===== src/hw/rtl/cfs_pkg.sv =====
// Package: modes, event codes, register map and shared types of the failsafe supervisor.
`timescale 1ns / 1ps

package cfs_pkg;

    typedef enum logic [1:0] {
        MODE_NORMAL   = 2'd0,
        MODE_DEGRADED = 2'd1,
        MODE_ALERT    = 2'd2,
        MODE_RECOVERY = 2'd3
    } mode_t;

    typedef enum logic [2:0] {
        EV_NONE        = 3'd0,
        EV_LOST        = 3'd1,
        EV_RESTORED    = 3'd2,
        EV_ALERT       = 3'd3,
        EV_FROM_ALERT  = 3'd4,
        EV_INTERRUPTED = 3'd5,
        EV_NORMAL      = 3'd6
    } event_t;

    localparam int unsigned ADDR_W = 3;

    localparam logic REG_CRITICAL_TIMEOUT = 1'b0;
    localparam logic REG_RECOVERY_HOLD    = 1'b1;

    localparam logic [31:0] CRITICAL_TIMEOUT_RST = 32'd30000;
    localparam logic [31:0] RECOVERY_HOLD_RST    = 32'd5000;

    localparam int unsigned IN_TDATA_W  = 40;
    localparam int unsigned OUT_TDATA_W = 8;

    typedef struct packed {
        logic [31:0] critical_timeout_ms;
        logic [31:0] recovery_hold_ms;
    } cfg_t;

    typedef struct packed {
        logic        wifi_up;
        logic        broker_up;
        logic        danger_seen;
        logic [31:0] now_ms;
    } update_t;

    typedef struct packed {
        mode_t  mode_now;
        logic   changed;
        event_t event_code;
    } result_t;

endpackage


===== src/hw/rtl/cfs_regs.sv =====
// APB configuration registers of the failsafe supervisor.
`timescale 1ns / 1ps

module cfs_regs (
    input  logic                       clk,
    input  logic                       rst_n,
    input  logic                       psel,
    input  logic                       penable,
    input  logic                       pwrite,
    input  logic [cfs_pkg::ADDR_W-1:0] paddr,
    input  logic [31:0]                pwdata,
    output logic [31:0]                prdata,
    output logic                       pready,
    output cfs_pkg::cfg_t              cfg
);
    import cfs_pkg::*;

    logic [31:0] critical_timeout_reg;
    logic [31:0] recovery_hold_reg;
    logic        wr_en;
    logic        reg_sel;

    assign pready  = 1'b1;
    assign reg_sel = paddr[2];
    assign wr_en   = psel && penable && pwrite && pready;

    always_ff @(posedge clk or negedge rst_n)
    begin
        if (!rst_n)
        begin
            critical_timeout_reg <= CRITICAL_TIMEOUT_RST;
            recovery_hold_reg    <= RECOVERY_HOLD_RST;
        end
        else if (wr_en)
        begin
            if (reg_sel == REG_CRITICAL_TIMEOUT)
                critical_timeout_reg <= pwdata;
            else
                recovery_hold_reg <= pwdata;
        end
    end

    always_comb
    begin
        if (reg_sel == REG_CRITICAL_TIMEOUT)
            prdata = critical_timeout_reg;
        else
            prdata = recovery_hold_reg;
    end

    assign cfg.critical_timeout_ms = critical_timeout_reg;
    assign cfg.recovery_hold_ms    = recovery_hold_reg;

endmodule


===== src/hw/rtl/cfs_step.sv =====
// Mode state machine: supervisor state registers and the per-update transition logic.
`timescale 1ns / 1ps

module cfs_step (
    input  logic             clk,
    input  logic             rst_n,
    input  logic             advance,
    input  cfs_pkg::update_t upd,
    input  cfs_pkg::cfg_t    cfg,
    output cfs_pkg::result_t res
);
    import cfs_pkg::*;

    mode_t       mode_reg, mode_next;
    logic [31:0] entry_time_reg, entry_time_next;
    logic        tracking_reg, tracking_next;
    logic [31:0] danger_start_reg, danger_start_next;
    event_t      ev;
    logic        linked;
    logic        danger_expired;
    logic        hold_done;
    logic [31:0] danger_elapsed;
    logic [31:0] entry_elapsed;

    assign linked         = upd.wifi_up && upd.broker_up;
    // wrapping differences, modulo 2^32
    assign danger_elapsed = upd.now_ms - danger_start_reg;
    assign entry_elapsed  = upd.now_ms - entry_time_reg;
    assign danger_expired = danger_elapsed >= cfg.critical_timeout_ms;
    assign hold_done      = entry_elapsed >= cfg.recovery_hold_ms;

    // next mode and event
    always_comb
    begin
        mode_next = mode_reg;
        ev        = EV_NONE;
        case (mode_reg)
            MODE_NORMAL:
            begin
                if (!linked)
                begin
                    mode_next = MODE_DEGRADED;
                    ev        = EV_LOST;
                end
            end
            MODE_DEGRADED:
            begin
                if (linked)
                begin
                    mode_next = MODE_RECOVERY;
                    ev        = EV_RESTORED;
                end
                else if (upd.danger_seen && tracking_reg && danger_expired)
                begin
                    mode_next = MODE_ALERT;
                    ev        = EV_ALERT;
                end
            end
            MODE_ALERT:
            begin
                if (linked)
                begin
                    mode_next = MODE_RECOVERY;
                    ev        = EV_FROM_ALERT;
                end
            end
            MODE_RECOVERY:
            begin
                if (!linked)
                begin
                    mode_next = MODE_DEGRADED;
                    ev        = EV_INTERRUPTED;
                end
                else if (hold_done)
                begin
                    mode_next = MODE_NORMAL;
                    ev        = EV_NORMAL;
                end
            end
            default:
            begin
                mode_next = MODE_NORMAL;
                ev        = EV_NONE;
            end
        endcase
    end

    // entry time and danger tracking
    always_comb
    begin
        entry_time_next   = entry_time_reg;
        tracking_next     = tracking_reg;
        danger_start_next = danger_start_reg;
        if (ev != EV_NONE)
        begin
            entry_time_next = upd.now_ms;
            tracking_next   = 1'b0;
        end
        else if (mode_reg == MODE_NORMAL)
            tracking_next = 1'b0;
        else if (mode_reg == MODE_DEGRADED)
        begin
            if (!upd.danger_seen)
                tracking_next = 1'b0;
            else if (!tracking_reg)
            begin
                // onset only records the start; timeout is checked from the next update
                tracking_next     = 1'b1;
                danger_start_next = upd.now_ms;
            end
        end
    end

    always_ff @(posedge clk or negedge rst_n)
    begin
        if (!rst_n)
        begin
            mode_reg         <= MODE_NORMAL;
            entry_time_reg   <= '0;
            tracking_reg     <= 1'b0;
            danger_start_reg <= '0;
        end
        else if (advance)
        begin
            mode_reg         <= mode_next;
            entry_time_reg   <= entry_time_next;
            tracking_reg     <= tracking_next;
            danger_start_reg <= danger_start_next;
        end
    end

    assign res.mode_now   = mode_next;
    assign res.changed    = (ev != EV_NONE);
    assign res.event_code = ev;

endmodule


===== src/hw/rtl/connectivity_failsafe_fsm.sv =====
// Top level of the connectivity failsafe supervisor: stream stages, step logic, config port.
//
//  channel  | direction | transfer
//  ---------+-----------+-----------------------------------------------------------
//  s_axis   | in        | one update: wifi_up, broker_up, danger_seen, now_ms
//  m_axis   | out       | one result per update: mode_now, changed, event_code
//  apb      | in/out    | critical_timeout_ms at 0x0, recovery_hold_ms at 0x4
//
//  One update per clock sustained while m_tready stays high.
//  Updates pass an input register, the state machine step, then an output register.
//  The input stage reloads in the cycle its item moves on, so a stalled output only
//  holds the input register once the output register is full.
//  rst_n is asynchronous: mode normal, times zero, registers at their defaults.
`timescale 1ns / 1ps

module connectivity_failsafe_fsm (
    input  logic                       clk,
    input  logic                       rst_n,
    input  logic                       s_tvalid,
    output logic                       s_tready,
    // [0] wifi_up, [1] broker_up, [2] danger_seen, [34:3] now_ms, [39:35] zero
    input  logic [39:0]                s_tdata,
    output logic                       m_tvalid,
    input  logic                       m_tready,
    // [1:0] mode_now, [2] changed, [5:3] event_code, [7:6] zero
    output logic [7:0]                 m_tdata,
    input  logic                       psel,
    input  logic                       penable,
    input  logic                       pwrite,
    input  logic [cfs_pkg::ADDR_W-1:0] paddr,
    input  logic [31:0]                pwdata,
    output logic [31:0]                prdata,
    output logic                       pready
);
    import cfs_pkg::*;

    cfg_t    cfg;
    update_t in_reg;
    logic    in_valid_reg;
    result_t out_reg;
    logic    out_valid_reg;
    result_t res;
    logic    advance;

    assign advance  = in_valid_reg && (!out_valid_reg || m_tready);
    assign s_tready = !in_valid_reg || advance;

    always_ff @(posedge clk or negedge rst_n)
    begin
        if (!rst_n)
        begin
            in_valid_reg  <= 1'b0;
            out_valid_reg <= 1'b0;
        end
        else
        begin
            if (s_tready)
                in_valid_reg <= s_tvalid;
            if (advance)
                out_valid_reg <= 1'b1;
            else if (m_tready)
                out_valid_reg <= 1'b0;
        end
    end

    always_ff @(posedge clk)
    begin
        if (s_tvalid && s_tready)
        begin
            in_reg.wifi_up     <= s_tdata[0];
            in_reg.broker_up   <= s_tdata[1];
            in_reg.danger_seen <= s_tdata[2];
            in_reg.now_ms      <= s_tdata[34:3];
        end
        if (advance)
            out_reg <= res;
    end

    cfs_regs u_regs (
        .clk     (clk),
        .rst_n   (rst_n),
        .psel    (psel),
        .penable (penable),
        .pwrite  (pwrite),
        .paddr   (paddr),
        .pwdata  (pwdata),
        .prdata  (prdata),
        .pready  (pready),
        .cfg     (cfg)
    );

    cfs_step u_step (
        .clk     (clk),
        .rst_n   (rst_n),
        .advance (advance),
        .upd     (in_reg),
        .cfg     (cfg),
        .res     (res)
    );

    assign m_tvalid = out_valid_reg;
    assign m_tdata  = {2'b00, out_reg.event_code, out_reg.changed, out_reg.mode_now};

endmodule


===== config.mk =====
export PLATFORM = sky130hd
export DESIGN_NAME = connectivity_failsafe_fsm
export DESIGN_NICKNAME = d
export VERILOG_FILES = /design/src/hw/rtl/cfs_pkg.sv /design/src/hw/rtl/cfs_regs.sv /design/src/hw/rtl/cfs_step.sv /design/src/hw/rtl/connectivity_failsafe_fsm.sv
export SDC_FILE = /design/constraint.sdc
export NUM_CORES = 1
export LEC_CHECK = 0
export ABC_AREA = 1
export BUFFER_PORTS_ARGS = -buffer_cell sky130_fd_sc_hd__buf_2
export CAP_MARGIN = 20
export CORE_UTILIZATION = 35
export CTS_CLUSTER_SIZE = 12
export DETAILED_ROUTE_END_ITERATION = 16
export GPL_TIMING_DRIVEN = 0
export PLACE_DENSITY = 0.55
export SLEW_MARGIN = 20
export SYNTH_ARGS = -nofsm -noshare
export SYNTH_HDL_FRONTEND = slang
export SYNTH_HIERARCHICAL = 1
export SYNTH_SLANG_ARGS = --single-unit

===== constraint.sdc =====
create_clock -name clk -period 7.73 [get_ports clk]
set_clock_uncertainty 0.2 [all_clocks]
set_input_delay 1.1595 -clock clk [delete_from_list [all_inputs] [get_ports clk]]
set_output_delay 1.1595 -clock clk [all_outputs]
set_load 0.1 [all_outputs]

======== After elaboration in Yosys (flattened, before gate mapping) ========
Cells that the tools add are included.
word-level totals
  input port bits ......................... 82
  logic and storage cells ................. 67
  output and inout bits ................... 43
  register bits after elaboration ......... 174
operators by class
  bitwise operators ....................... 4
  order comparisons ....................... 2
  reduce and logical (&&, ||, !) cells .... 20
  multiplexer cells ....................... 21
  eq/ne operators ......................... 3
  $add $sub $neg .......................... 2
operators by type and width
  kind                                            count
  greater-or-equal comparator 32 bit              2
  subtractor 32 bit                               2
  two-way mux 32 bit                              1
  two-way mux 2 bit                               7
  two-way mux 3 bit                               4
  case mux 3 bit (4 select lines)                 1
  case mux 2 bit (4 select lines)                 1
  AND reduction 2 bit                             4
  logical AND 1 bit                               7
  two-way mux 1 bit                               7
  AND reduction 6 bit                             1
  nonzero test 3 bit                              2
  == test 2 bit (second input constant)           2
  NOT 1 bit                                       4
  == test 2 x 1 -> 1 bit (second input constant)  1
  logical NOT 1 bit                               2
  logical NOT 2 bit                               1
  logical OR 1 bit                                2
  nonzero test 2 bit                              1

======== Logic depth before layout (Yosys ltp) ========
  depth in word-level cells ............... 9
  mapped depth ............................ 31
  mapped depth without buffers ............ 30

======== Modules after synthesis ========
The synthesis kept the hierarchy.
modules (own cells, without submodules)
  module                     area each (um2)  seq. area each (um2)  times used  cells an instance
  cfs_step                   7851.3           1676.6                1           1143
  cfs_regs                   3032.9           1616.6                1           386
  connectivity_failsafe_fsm  1345.0           1281.2                1           56

======== Worst setup path after synthesis ========
OpenSTA, ideal clock, no wires.
  path type ............................... flip-flop to flip-flop
  start point ............................. reg in_reg[0] (netlist name)
  end point ............................... reg u_step.entry_time_reg[1]
  cell stages (with the launch flop) ...... 31
  arrival time ............................ 3.723 ns
  data required time ...................... 7.413 ns
  setup slack ............................. 3.689 ns
  path buffers ............................ 1
  cell sequence ........................... edfxtp_1 inv_1 ha_1 inv_1 fa_1 nand3_1 nand2_1 a21oi_1 inv_1 nand3_1 nand3b_1 a21oi_1 o221ai_1 xor2_1 ha_1 nand2_1 nor2_1 nand4_1 a21oi_1 nor2_1 nand2_1 nand2_1 nand2_1 nand2_1 nand2_2 inv_2 nand2_4 nand2_4 buf_6 nand2_1 nand2_1
RTL lines
  element               line                             text
  from (decl)           connectivity_failsafe_fsm.sv:38  update_t in_reg;
  to (signal assigned)  cfs_step.sv:126                  entry_time_reg <= entry_time_next;
  to (decl)             cfs_step.sv:15                   logic [31:0] entry_time_reg, entry_time_next;

==> results.py <==
metrics = {
    "pwr": {
        "power_density_nw_per_um2": 407.9,
        "p_total_mw": 5.706,
        "ir_drop_mv": 0.1900,
        "cellLeakagePower_nw": 7.233,
    },
    "synth": {
        "syn_area_per_cell_um2": 7.716,
        "synth_top_area_share": 0.2476,
        "ys_async_sr_fraction": 0.7644,
        "ys_ff_latch": 174,
        "ys_top_cells_by_area": "dfrtp_1 (25%), nand2_1 (16%), ha_1 (13%), edfxtp_1 (10%), inv_1 (5.9%)",
        "ys_seq_area_frac": 0.3741,
        "ys.flop_type": "dfrtp_1",
        "synth_edf_count": 41,
        "synth_top_family_by_area": "simple AND/OR/NAND/NOR gates",
        "synth_xor_area_frac": 0.04440,
        "synthAdderAreaFrac": 0.1322,
        "synth_compound_area_frac": 0.08564,
        "synthDistinctLibCells": 46,
        "muxShareOfSynthArea": 0,
        "syn_inst": 1585,
        "synth_top_area_cell": "dfrtp_1",
        "synthSimpleGateAreaFrac": 0.2720,
        "synth_area_um2": 12230,
        "yosysWarnings": 6,
    },
    "timing": {
        "slew_violations": 0,
        "rsz0062_at_grt": "no",
        "worstMarginPinSlew_ps": 1003,
        "setup_tns_ps": 0,
        "fin_hold_ws_ps": 273.1,
        "setup_viol": 0,
        "period_minus_slack_ps": 5123,
        "hold_viol": 0,
        "max_freq_mhz": 195.2,
        "slew_headroom": 0.3313,
        "post-route-period-util": 0.6627,
    },
    "global_routing": {
        "use_met1": 0.2907,
        "grt_util_met2": 0.3047,
        "antenna_found_initial": 0,
        "grt_pass1_wl_um": 54770,
        "grt_pass1_vias": 10070,
        "grtUsageMet3": 0.02966,
        "track_usage": 0.1993,
        "grt_max_degree": 76,
        "gr-total-overflow": 0,
        "top_usage_layer": "met2",
    },
    "routing": {
        "wl_per_cell_um": 15.87,
        "vias": 10620,
        "wl_um": 34730,
        "firstDrtPassIters": 5,
        "drt-initial-drc-count": 843,
        "postRouteAntennaNets": 0,
        "drc": 0,
        "vias_per_cell": 4.854,
    },
    "clocking": {
        "clock_path_buffers": 2,
        "cts_max_level": 4,
        "cts_root_buffer": "clkbuf_16",
        "clock-sinks": 174,
        "cts.clk_slew.worst_paths_ps": 70,
        "cts_tree": "done",
        "post_cts_buffers": 0,
        "worstSkewPairLatency_ps": 470,
        "cts_hold_buf": 0,
        "ctsResizeCount": 0,
        "cts_made_buffers": 17,
    },
    "final_layout": {
        "largest_reg_flops": 35,
        "syn_to_final_growth_pct": 14.41,
        "drive_gt1_frac": 0.1281,
        "final_nets": 1930,
        "diodes": 0,
    },
    "die": {
        "core-area_um2": 34460,
        "die_w_um": 188.9,
        "boundaryPins": 125,
        "dieArea_um2": 35690,
        "initial_utilization": 0.3549,
        "rows": 68,
        "die_h_um": 188.9,
    },
    "worst_setup_path": {
        "critPathLaunchType": "register",
        "cp_slowest_cell": "edfxtp_1",
        "critPathMaxFanout": 10,
        "critPathKind": "register to register",
        "path_common_cell": "nand2_1",
        "critPathCaptureType": "register",
        "slowest_delay_ps": 440,
        "worstPathArrival_ps": 5330,
        "cp.required_ps": 7930,
    },
    "status": {
        "status": "complete, no violations",
    },
    "place": {
        "place.gp.congestion": 0.8884,
        "numPortBuffers": 114,
        "hpwlAfterDp_um": 27770,
    },
    "flow_run": {
        "drv_cap": 0,
    },
    "hold_path": {
        "hp-class": "register to register",
    },
}
-- final cells by class --
cell class | count | area, µm²
Clock inverter | 14 | 151.4
Inverter | 196 | 735.7
Timing Repair Buffer | 115 | 608.1
Buffer | 52 | 377.9
Sequential cell | 174 | 4574
Tap cell | 455 | 569.3
Fill cell | 3594 | 20470
Clock buffer | 18 | 429.2
Multi-Input combinational cell | 1164 | 6545
-- synthesized netlist by cell type, types with 7 or more instances --
library cell  instances
dfstp_2              12
xnor2_1              24
clkbuf_1             12
buf_2                14
inv_1               192
xor2_1               38
o211ai_1              7
nand4_1              44
nand3_1             120
dfrtp_1             121
o21ai_0              40
a21oi_1             112
nor3_1               10
buf_6                19
ha_1                126
nor2_1               68
a31oi_1               8
edfxtp_1             41
nand2_1             514
-- logic make-up after synthesis --
| logic type | after synthesis |
|---|---|
| other | 2 |
| adder cells (fa/ha/maj) | 128 |
| flip-flops | 174 |
| XOR/XNOR | 62 |
| AO/OA/AOI/OAI | 191 |
| AND/OR/NAND/NOR | 780 |
| buffers and inverters | 248 |
-- metal layers --
layer,wire [µm],share of wire
met5,0,0
met4,550,0.016
met3,1645,0.047
met2,15040,0.43
met1,17490,0.50
-- worst paths after layout --
kind / startpoint / to / slack, ps / cells past startpoint
max: in_reg[0] / u_step/danger_start_reg[24] / 2610 / 29
min in group asynchronous: rst_n / u_regs/critical_timeout_reg[25] / 410 / 1
max in group asynchronous: rst_n / u_step/danger_start_reg[4] / 6150 / 2
min: u_step/entry_time_reg[26] / u_step/entry_time_reg[26] / 270 / 2
min reg2reg: u_step/entry_time_reg[26] / u_step/entry_time_reg[26] / 270 / 2
max reg2reg: in_reg[0] / u_step/danger_start_reg[24] / 2610 / 29
-- through the flow --
step	cells	util	setup WS (ps)	instance area (µm²)
2_1_floorplan	1586	-	3689	12230
6_report	2188	0.4060	2607	13990
3_3_place_gp	2155	0.3881	2563	13370
3_5_place_dp	2156	0.3892	2547	13410
4_1_cts	2188	0.4060	2510	13990
5_1_grt	2188	0.4060	2135	13990
-- critical path, delay by kind of cell, from the launching register on --
family	cells	cell delay [ps]
DFF	1	440
xor gates and xnor gates	1	180
and+or+nand+nor	16	1750
AOI/OAI and AO/OA	4	1050
adders and majority gates	3	820
buffers and inverters	5	590
-- cells in the final DEF, fill, tap and decap left out, drive strengths merged --
cell and n:
o211ai 7, inv 206, nor3 11, and2b 1
bufinv 1, fa 2, xor2 38, dfrtp 121
a21boi 2, a21o 5, nor4 5, clkinv 3
nand2 521, o21a 6, edfxtp 41, nand3 122
nand3b 2, dfstp 12, xnor2 24, o21ai 45
buf 154, ha 126, clkbuf 31, o221ai 2
o221a 1, nor2 71, a31oi 8, conb 3
and3 1, a21oi 114, o21bai 1, nand4 46
-- power by group --
part	switching [mW]	total, mW	internal [mW]
Clock	0.423	0.881	0.458
Combinational	2.25	3.45	1.20
Sequential	0.175	1.38	1.20
No activity file was read; power rests on OpenSTA's default activity.
